===== config.mk =====
export PLATFORM = sky130hd
export DESIGN_NAME = bhs_ctrl
export DESIGN_NICKNAME = d
export VERILOG_FILES = /design/src/rtl/core/bucketed_hash_set_unit_macros.svh /design/src/rtl/core/bhs_pkg.sv /design/src/rtl/core/bhs_ctrl.sv
export SDC_FILE = /design/constraint.sdc
export NUM_CORES = 1
export LEC_CHECK = 0
export CORE_AREA = 10 10 47 49
export CTS_CLUSTER_DIAMETER = 40
export DETAILED_ROUTE_END_ITERATION = 8
export DIE_AREA = 0 0 57 59
export DONT_BUFFER_PORTS = 1
export HOLD_SLACK_MARGIN = 0.15
export PLACE_DENSITY = 0.3
export SETUP_SLACK_MARGIN = 0.2
export SYNTH_ARGS = -nofsm -noshare
export SYNTH_HDL_FRONTEND = slang
export SYNTH_SLANG_ARGS = --single-unit

===== constraint.sdc =====
create_clock -name clk -period 2.5 [get_ports clk]
set_input_delay 0.125 -clock clk [delete_from_list [all_inputs] [get_ports clk]]
set_output_delay 0.125 -clock clk [all_outputs]
set_load 0.02 [all_outputs]

===== src/rtl/core/bucketed_hash_set_unit_macros.svh =====
// Assertion helpers for the RTL that checks itself.
`ifndef BUCKETED_HASH_SET_UNIT_MACROS_SVH
`define BUCKETED_HASH_SET_UNIT_MACROS_SVH

// Same-cycle implication, disabled while reset is asserted.
`define BHS_ASSERT_SAME(label, ante, cons) \
    label: assert property (@(posedge clk) disable iff (!rst_n) (ante) |-> (cons)) \
        else $error("bhs assertion failed");

// Next-cycle implication, disabled while reset is asserted.
`define BHS_ASSERT_NEXT(label, ante, cons) \
    label: assert property (@(posedge clk) disable iff (!rst_n) (ante) |=> (cons)) \
        else $error("bhs assertion failed");

`endif


===== src/rtl/core/bhs_pkg.sv =====
`default_nettype none

package bhs_pkg;

    localparam int MODE_W  = 2;
    localparam int KEY_W   = 31;
    localparam int BUCKETS = 769;
    localparam int WAYS    = 4;
    localparam int ROW_W   = $clog2(BUCKETS);

    localparam int IN_TDATA_W  = ((MODE_W + KEY_W + 7) / 8) * 8;
    localparam int OUT_TDATA_W = 8;

    localparam int RECIP_SHIFT = 40;
    localparam int RECIP_W     = RECIP_SHIFT + 1 - $clog2(BUCKETS);
    localparam int PROD_W      = KEY_W + RECIP_W;
    localparam int Q_W         = PROD_W - RECIP_SHIFT;
    localparam logic [RECIP_W-1:0] RECIP = RECIP_W'((64'd1 << RECIP_SHIFT) / BUCKETS);

    localparam logic [MODE_W-1:0] MODE_ADD    = 2'd0;
    localparam logic [MODE_W-1:0] MODE_REMOVE = 2'd1;

    typedef struct packed {
        logic             valid;
        logic [KEY_W-1:0] key;
    } slot_t;

    typedef slot_t [WAYS-1:0] row_t;

    typedef struct packed {
        logic take_ready;
        logic mul;
        logic qmul;
        logic red;
        logic rd;
        logic commit;
        logic clr_wr;
    } cmd_t;

    typedef struct packed {
        logic in_take;
        logic clr_last;
        logic out_full;
    } sts_t;

endpackage

`default_nettype wire


===== src/rtl/core/bhs_ctrl.sv =====
`default_nettype none

module bhs_ctrl
    import bhs_pkg::*;
(
    input  wire logic clk,
    input  wire logic rst_n,
    input  wire sts_t sts,
    output cmd_t      cmd
);

    localparam logic [2:0] ST_CLEAR = 3'd0;
    localparam logic [2:0] ST_IDLE  = 3'd1;
    localparam logic [2:0] ST_MUL   = 3'd2;
    localparam logic [2:0] ST_QMUL  = 3'd3;
    localparam logic [2:0] ST_RED   = 3'd4;
    localparam logic [2:0] ST_READ  = 3'd5;
    localparam logic [2:0] ST_CHECK = 3'd6;

    logic [2:0] state_reg;
    logic [2:0] state_next;

    always_ff @(posedge clk or negedge rst_n)
    begin
        if (!rst_n)
        begin
            state_reg <= ST_CLEAR;
        end
        else
        begin
            state_reg <= state_next;
        end
    end

    always_comb
    begin
        cmd        = '0;
        state_next = state_reg;
        unique case (state_reg)
            ST_CLEAR:
            begin
                cmd.clr_wr = 1'b1;
                if (sts.clr_last)
                begin
                    state_next = ST_IDLE;
                end
            end
            ST_IDLE:
            begin
                cmd.take_ready = 1'b1;
                if (sts.in_take)
                begin
                    state_next = ST_MUL;
                end
            end
            ST_MUL:
            begin
                cmd.mul    = 1'b1;
                state_next = ST_QMUL;
            end
            ST_QMUL:
            begin
                cmd.qmul   = 1'b1;
                state_next = ST_RED;
            end
            ST_RED:
            begin
                cmd.red    = 1'b1;
                state_next = ST_READ;
            end
            ST_READ:
            begin
                cmd.rd     = 1'b1;
                state_next = ST_CHECK;
            end
            ST_CHECK:
            begin
                if (!sts.out_full)
                begin
                    cmd.commit = 1'b1;
                    state_next = ST_IDLE;
                end
            end
            default:
            begin
                state_next = ST_CLEAR;
            end
        endcase
    end

endmodule

`default_nettype wire


[Yosys cells after proc, flatten, opt, wreduce, memory -nomap -nowiden]
Cells that the tools add are included.
Word-level totals
  output and inout port bits: 7
  register bits: 3
  input bits: 5
Cells by class
  equality and inequality tests: 9
  multiplexer cells: 12
  reduce and logical (&&, ||, !) cells: 2
Operators by type and width (count)
  case mux 3 bit (7 select lines): 1
  equality test 3 bit (second input constant): 3
  2-to-1 mux 3 bit: 3
  2-to-1 mux 1 bit: 8
  equality test 3 x 2 -> 1 bit (second input constant): 2
  != test 2 bit (second input constant): 3
  equality test 3 x 1 -> 1 bit (second input constant): 1
  zero test 3 bit: 1
  AND reduction 3 bit: 1

[Logic depth before layout (Yosys ltp)]
Gate-level depths: netlist of the first run.
  depth after elaboration: 3
  gate-level depth with buffers: 4
  mapped depth without buffers: 3

[Worst setup path before layout of the first run]
Ideal clock, no wire load.
  kind: register to output
  start: reg state_reg[0]
  end: out cmd[1] (netlist name)
  slack: 1197 ps
  required time: 2375 ps
  data arrival time: 1178 ps
  stages on the path, launching flop included: 4
  cell sequence: dfrtp_1 -> buf_2 -> nand2b_1 -> nor3b_1
RTL lines
  start, declared: line bhs_ctrl.sv:20  | logic [2:0] state_reg;
  start signal, assigned: line bhs_ctrl.sv:31  | state_reg <= state_next;
  end, declared: line bhs_ctrl.sv:9  | output cmd_t cmd

==> results.json, run 1 <==
{
  "clk_pin_slew_ns": 0.04,
  "cts_num_sinks": 3,
  "holdWs_ns": 0.192,
  "yosys_warnings": 0,
  "slew_violations": 0,
  "final.period_utilization_pct": 64.7,
  "cts_buffers": 3,
  "io_pins": 12,
  "setup_viol": 0,
  "htree_levels": 1,
  "num_antenna_cells": 0,
  "dpl_worst_slack_ns": 1.11,
  "die_area_um2": 3360,
  "synth_cell_types": 14,
  "post_dp_cell_area_um2": 209,
  "clockBufferDepth": 2,
  "drt_iter0_drc": 2,
  "insertion_delay_ns": 0.23,
  "ys_ff_latch": 3,
  "synth_nets": 28,
  "grt_overflow": 0,
  "wl_um": 584,
  "tightest_slew_ns": 0.720,
  "path_cells": "nand2b_1 -> nor3b_1",
  "synth_edf_count": 0,
  "hold_buffers": 4,
  "drc_errors": 0,
  "ys_seq_area_share_pct": 35.7,
  "yosys-top-cells-area": "dfrtp_1 (36%), nor3b_1 (14%), and3b_1 (8.3%), a21o_1 (7.1%), buf_6 (5.4%)",
  "cts_tree": "built",
  "ys.flop_type": "dfrtp_1",
  "core_um2": 1400,
  "crit_buf_inv": 0,
  "synth_commonest_cells": "nor3b_1 (4), dfrtp_1 (3)",
  "dp_cells": 36,
  "clockRootBuffer": "clkbuf_4",
  "largest_reg_flops": 3,
  "synth.top_cell.area_share_pct": 35.7,
  "end_kind": "output pin",
  "nets": 34,
  "first_global_vias": 190,
  "fmax_mhz": 618,
  "cts_setup_buffers": 0,
  "post-route-util_pct": 19.6,
  "crit_path_top_delay_cell": "nor3b_1",
  "post_cts_resize_count": 0,
  "fin_setup_tns_ns": 0,
  "grt_pass1_wl_um": 828,
  "crit_fanout": 11,
  "rsz0062_at_grt": "false",
  "syn_inst": 23,
  "fin_skew_ns": 0.00157,
  "post_drt_wl_per_cell_um": 13.3,
  "row_count": 14,
  "vias": 191,
  "fin_total_pwr_mw": 0.392,
  "syn_avg_cell_area_um2": 9.14,
  "cpPeakStageDelay_ns": 0.59,
  "fillers": 170,
  "peakVddDrop_uv": 367,
  "antenna_found_initial": 0,
  "start_util_pct": 15.0,
  "worstPathArrival_ns": 1.49,
  "outcome": "completed",
  "max_slew_margin_pct": 51.9,
  "finalWeightedCongestion": 0.566,
  "synth_top_area_cell": "dfrtp_1",
  "dr.pass1.iters": 2,
  "power.density_nw_per_um2": 1430,
  "synth.most_common_cell": "nor3b_1",
  "drive_gt1_share_pct": 10.7,
  "crit_family": "simple AND/OR/NAND/NOR gates",
  "area_growth_pct": 31.0,
  "die_w_um": 57,
  "cp.required_ns": 2.38,
  "setup_ws_ns": 0.882,
  "detail-route-antenna-nets": 0,
  "critPathKind": "register to output pin",
  "grt_use_total_pct": 3.41,
  "syn_area_um2": 210,
  "start_kind": "register",
  "hold_viol_final": 0,
  "hp-class": "primary input to register",
  "fin_crit_ns": 1.62,
  "cap_violations": 0,
  "instances_no_fill": 44,
  "async_reset_ff_share_pct": 100,
  "die_y_um": 59,
  "p_leak_nw": 0.119,
  "grt_max_degree": 13,
  "design_area_um2": 275,
  "via_per_inst": 4.34,
  "io_buffers": 0
}
[area by class of cell]
class | instances | area [um2] | share of cell area [%]
Multi-Input combinational cell | 16 | 110 | 40.0
Sequential cell | 3 | 75.1 | 27.3
Timing Repair Buffer | 4 | 40.0 | 14.5
Clock buffer | 4 | 26.3 | 9.55
Tap cell | 16 | 20.0 | 7.27
Inverter | 1 | 3.75 | 1.36
[path summary, 6_finish.rpt]
check	start	endpoint	slack [ns]	depth (start not counted)
setup / recovery	state_reg[0]	cmd[1]	0.88	2
hold reg to reg	state_reg[1]	state_reg[1]	0.66	1
min in group asynchronous	rst_n	state_reg[2]	0.68	2
setup reg to reg	state_reg[2]	state_reg[0]	0.89	4
hold / removal	sts[2]	state_reg[1]	0.19	2
max in group asynchronous	rst_n	state_reg[0]	1.68	2
[power by group]
part	leakage (nW)	switching (mW)	internal, mW	total (mW)
Clock	0.0150	0.0231	0.0597	0.0828
Sequential	0.0367	0.0577	0.0727	0.130
Combinational	0.0674	0.102	0.0775	0.179
Total	0.119	0.183	0.210	0.392
[metal layers]
layer	GRT usage [%]	vias up	routed length, um
met5	0	-	0
met4	4.03	0	6
met3	1.72	2	43
met2	5.58	7	301
met1	2.72	90	232
li1	-	92	-
[layout by cell type, fill, tap and decap left out]
master / instances
dlygate4sd3_1: 4
o41ai_1: 1
inv_1: 1
clkbuf_1: 1
o21ai_0: 2
clkbuf_4: 3
and3b_1: 2
nor3b_1: 4
nand2b_1: 1
o22ai_1: 1
a21oi_1: 1
nor2b_1: 1
dfrtp_1: 3
nor3_1: 1
a21o_1: 2
[kinds of logic (layout without fill, tap and decap cells)]
group,count (synthesis),after routing,share of synthesized area (%)
AO/OA/AOI/OAI,7,7,21.4
buffers and inverters,4,9,11.9
flip-flops,3,3,35.7
AND/OR/NAND/NOR,9,9,31.0
[worst register-to-register path, delay by kind of cell, from the launching register on]
kind	cells	cell delay (ns)
compound gates	3	0.52
buf+inv	1	0.56
flops	1	0.47
No activity file was read; power rests on OpenSTA's default activity.
==> run 2: changes to the inputs <==
- ABC_AREA: unset -> 1
- clock period: 2.5 -> 1.6 ns (I/O delays scaled with it)
==> run 2 against run 1 <==
  * First-iteration DRC count shrank 100%
  * Sequential power up 44%
  * Area after synthesis fell by 6.0%
  * Total power grew 69%
  * Final area increased by 18%
  * Count of clock-buffer cells in the layout unchanged
  * Largest cell class unchanged
  * Critical path depth up 1
  * Worst hold slack gained 0.15 ns
==> results.json, run 2 <==
{
  "crit_fanout": 6,
  "cts_tree": "built",
  "first_global_vias": 267,
  "syn_inst": 28,
  "fin_skew_ns": 0.00396,
  "detail-route-antenna-nets": 0,
  "power.density_nw_per_um2": 2050,
  "cts_num_sinks": 3,
  "cpPeakStageDelay_ns": 0.44,
  "holdWs_ns": 0.338,
  "setup_viol": 0,
  "syn_avg_cell_area_um2": 7.06,
  "start_kind": "register",
  "synth_cell_types": 13,
  "synth.top_cell.area_share_pct": 38.0,
  "end_kind": "output pin",
  "drc_errors": 0,
  "io_pins": 12,
  "yosys-top-cells-area": "dfrtp_1 (38%), nand2_1 (9.5%), nand3_1 (7.6%), inv_1 (7.6%), nand4_2 (6.3%)",
  "yosys_warnings": 0,
  "hp-class": "primary input to output pin",
  "clockRootBuffer": "clkbuf_4",
  "clockBufferDepth": 2,
  "num_antenna_cells": 0,
  "via_per_inst": 4.00,
  "crit_family": "flip-flops",
  "tightest_slew_ns": 0.411,
  "dr.pass1.iters": 1,
  "core_um2": 1400,
  "ys_ff_latch": 3,
  "async_reset_ff_share_pct": 100,
  "insertion_delay_ns": 0.23,
  "outcome": "completed",
  "peakVddDrop_uv": 333,
  "nets": 47,
  "synth_xor_xnor_area_share_pct": 0,
  "fin_crit_ns": 1.29,
  "cap_violations": 0,
  "grt_overflow": 0,
  "cp.required_ns": 1.52,
  "crit_buf_inv": 1,
  "grt_max_degree": 8,
  "synth_nets": 33,
  "synth_commonest_cells": "nand2_1 (5), inv_1 (4), dfrtp_1 (3), nand3_1 (3), nor2_1 (3)",
  "drive_gt1_share_pct": 26.8,
  "post_cts_resize_count": 0,
  "grt_pass1_wl_um": 1110,
  "dpl.hpwl_um": 502,
  "syn_area_um2": 198,
  "area_growth_pct": 63.9,
  "crit_path_top_delay_cell": "dfrtp_1",
  "rsz0062_at_grt": "false",
  "largest_reg_flops": 3,
  "io_buffers": 0,
  "clk_pin_slew_ns": 0.04,
  "path_cells": "inv_2 -> nand2_1 -> nor2_1",
  "grt_use_total_pct": 4.33,
  "ys.flop_type": "dfrtp_1",
  "synth_top_area_cell": "dfrtp_1",
  "vias": 228,
  "htree_levels": 1,
  "cts_buffers": 3,
  "final.period_utilization_pct": 80.8,
  "cts_setup_buffers": 0,
  "die_w_um": 57,
  "wl_um": 629,
  "synth.most_common_cell": "nand2_1",
  "synth-simple-area-share_pct": 45.6,
  "p_leak_nw": 0.175,
  "ys_seq_area_share_pct": 38.0,
  "worstPathArrival_ns": 1.21,
  "synth_fa_ha_area_share_pct": 0,
  "fmax_mhz": 774,
  "fillers": 168,
  "hold_buffers": 5,
  "start_util_pct": 14.1,
  "die_area_um2": 3360,
  "synth-compound-area-share_pct": 5.06,
  "synth_top_family_by_area": "simple AND/OR/NAND/NOR gates",
  "fin_setup_tns_ns": 0,
  "critPathKind": "register to output pin",
  "synth_edf_count": 0,
  "fin_total_pwr_mw": 0.664,
  "mostFrequentLayoutCells": "nand2_1 (5), dlygate4sd3_1 (5), inv_1 (4), buf_4 (4)",
  "finalWeightedCongestion": 0.663,
  "hold_viol_final": 0,
  "slew_violations": 0,
  "row_count": 14,
  "post_drt_wl_per_cell_um": 11.0,
  "die_y_um": 59,
  "antenna_found_initial": 0,
  "synthMuxAreaShare_pct": 0,
  "drt_iter0_drc": 0,
  "max_slew_margin_pct": 72.5
}
## run 2: stage by stage
step	area (um2)	util [%]	std cells	worst slack [ns]
after global routing	324	23.1	57	0.237
after global placement	248	17.7	48	0.560
after detailed placement	248	17.7	48	0.547
after floorplan	198	-	28	0.348
after CTS	324	23.1	57	0.290
final	324	23.1	57	0.308
## run 2: logic make-up after synthesis
logic type / after synthesis
AND/OR/NAND/NOR: 17
buffers and inverters: 6
flip-flops: 3
AO/OA/AOI/OAI: 2
## run 2: path summary, 6_finish.rpt
| kind | from | to | slack (ns) | cells after the start |
|---|---|---|---|---|
| worst min-delay path | sts[0] | cmd[1] | 0.34 | 2 |
| worst max register to register | state_reg[0] | state_reg[1] | 0.56 | 4 |
| worst min register to register | state_reg[0] | state_reg[0] | 0.61 | 1 |
| min in group asynchronous | rst_n | state_reg[1] | 0.63 | 2 |
| worst max-delay path | state_reg[1] | cmd[2] | 0.31 | 3 |
| max in group asynchronous | rst_n | state_reg[0] | 0.83 | 2 |
## run 2: power by group
group | switching (mW) | internal (mW) | total, mW
clock network | 0.0383 | 0.0934 | 0.132
registers | 0.0721 | 0.114 | 0.187
logic | 0.228 | 0.118 | 0.346
## run 2: routing by layer
| metal | wire, um | GRT usage (%) |
|---|---|---|
| met2 | 300 | 6.20 |
| met3 | 65 | 3.22 |
| met1 | 263 | 4.29 |
| met4 | 0 | 3.02 |
| met5 | 0 | 0 |
## run 2: layout make-up
type | count | area [um2] | share of cell area (%)
repair buffers | 9 | 80.1 | 24.7
well taps | 16 | 20.0 | 6.18
multi-input cells | 19 | 100 | 30.9
inverters | 6 | 22.5 | 6.95
clock buffers | 4 | 26.3 | 8.11
flip-flops and latches | 3 | 75.1 | 23.2
==> run 3: changes to the inputs <==
- clock period: 1.6 -> 1.3 ns (I/O delays scaled with it)
==> run 3 against run 2 <==
  * Sequential power grew 18%
  * Final cell count rose by 7.0%
  * Worst hold slack got worse by 0.041 ns
  * Via count increased by 14%
  * Wire length rose by 2.4%
  * Total power up 48%
  * Flip-flop and latch count unchanged
  * Critical endpoint is now cmd[1]
  * Largest power group unchanged
  * Highest routed layer is now met4
==> results.json, run 3 (synthesis gave the netlist of run 2 again) <==
{
  "crit_fanout": 6,
  "via_per_inst": 4.28,
  "drc_errors": 0,
  "design_area_um2": 382,
  "detail-route-antenna-nets": 0,
  "clockBufferDepth": 2,
  "row_count": 14,
  "num_antenna_cells": 0,
  "nets": 51,
  "mostFrequentLayoutCells": "buf_4 (8), nand2_1 (5), dlygate4sd3_1 (5)",
  "drive_gt1_share_pct": 51.1,
  "wl_um": 644,
  "tightest_slew_ns": 0.229,
  "post_drt_wl_per_cell_um": 10.6,
  "dr.pass1.iters": 4,
  "max_slew_margin_pct": 84.7,
  "clk_pin_slew_ns": 0.04,
  "worstPathArrival_ns": 1.10,
  "fin_skew_ns": 0.00148,
  "area_growth_pct": 93.0,
  "die_w_um": 57,
  "rsz0062_at_grt": "true",
  "hold_viol_final": 0,
  "hp-class": "primary input to output pin",
  "final_common_cell": "buf_4",
  "cap_violations": 0,
  "peakVddDrop_uv": 446,
  "insertion_delay_ns": 0.23,
  "cts_num_sinks": 3,
  "die_y_um": 59,
  "cts_buffers": 3,
  "cts_tree": "built",
  "htree_levels": 1,
  "io_buffers": 0,
  "vias": 261,
  "end_kind": "output pin",
  "grt_use_total_pct": 4.36,
  "antenna_found_initial": 0,
  "dpl.hpwl_um": 515,
  "finalWeightedCongestion": 0.784,
  "grt_overflow": 0,
  "first_global_vias": 274,
  "post_dp_cell_area_um2": 254,
  "grt_pass1_wl_um": 1150,
  "fin_setup_tns_ns": 0,
  "largest_reg_flops": 3,
  "setup_viol": 0,
  "dp_cells": 48,
  "core_um2": 1400,
  "critPathKind": "register to output pin",
  "die_area_um2": 3360,
  "power.density_nw_per_um2": 2570,
  "start_util_pct": 14.1,
  "fmax_mhz": 861,
  "outcome": "completed",
  "fillers": 163,
  "instances_no_fill": 61,
  "slew_violations": 0,
  "grt_max_degree": 7,
  "io_pins": 12,
  "final.period_utilization_pct": 89.3,
  "clockRootBuffer": "clkbuf_4",
  "start_kind": "register",
  "cp.required_ns": 1.24,
  "fin_crit_ns": 1.16,
  "p_leak_nw": 0.190,
  "r2r_slack_ns": 0.25,
  "drt_iter0_drc": 2
}
run 3: changes by cell type in the layout (fill, tap and decap cells not counted):
| cell | before | now |
|---|---|---|
| nor4_2 | 0 | 1 |
| inv_1 | 4 | 3 |
| dfrtp_1 | 3 | 0 |
| dfrtp_2 | 0 | 3 |
| nor2_1 | 3 | 0 |
| nor2_2 | 0 | 1 |
| buf_4 | 4 | 8 |
| nor2_4 | 0 | 2 |
| nor4_1 | 1 | 0 |
| inv_2 | 2 | 3 |
run 3: critical path, cell delays in order (launching register included):
cell	delay (ns)
dfrtp_2	0.43
nor4_2	0.25
buf_4	0.18
run 3: final cells by class:
| class | count | area [um2] | share of cell area [%] |
|---|---|---|---|
| Sequential cell | 3 | 78.8 | 20.7 |
| Timing Repair Buffer | 13 | 110 | 28.9 |
| Tap cell | 16 | 20.0 | 5.25 |
| Clock buffer | 4 | 26.3 | 6.89 |
| Multi-Input combinational cell | 19 | 124 | 32.5 |
| Inverter | 6 | 22.5 | 5.90 |
run 3: worst paths after layout:
check | from | endpoint | cells after the start
min reg2reg | state_reg[2] | state_reg[2] | 2
max reg2reg | state_reg[1] | state_reg[1] | 5
min in group asynchronous | rst_n | state_reg[1] | 2
max | state_reg[0] | cmd[1] | 2
max in group asynchronous | rst_n | state_reg[2] | 2
min | sts[0] | cmd[1] | 2
run 3: timing repair:
item | CTS | global route
setup endpoints to repair | 7 | 9
setup buffers | 4 | 0
pin swaps | 1 | 0
endpoints found under the hold margin | 6 | 0
hold buffers | 5 | 0
resized for setup | 8 | 1
run 3: metal layers:
| metal | global-route usage [%] | wire length, um |
|---|---|---|
| met2 | 6.36 | 274 |
| met3 | 2.58 | 74 |
| met4 | 3.02 | 14 |
| met5 | 0 | 0 |
| met1 | 4.63 | 279 |
run 3: report_power, final:
group | internal [mW] | switching (mW)
combinational | 0.235 | 0.362
sequential | 0.150 | 0.0710
clock | 0.115 | 0.0470
total | 0.501 | 0.481
run 3: metrics by stage:
step	utilization, %	setup slack, ns	hold WS [ns]	total power [mW]
floorplan	-	0.253	-0.231	0.529
global placement	18.1	0.255	-0.230	0.659
detailed placement	18.1	0.254	-0.230	0.660
CTS	27.1	0.120	0.300	0.987
global route	27.2	0.0621	0.306	1.07
finish	27.2	0.139	0.298	0.981
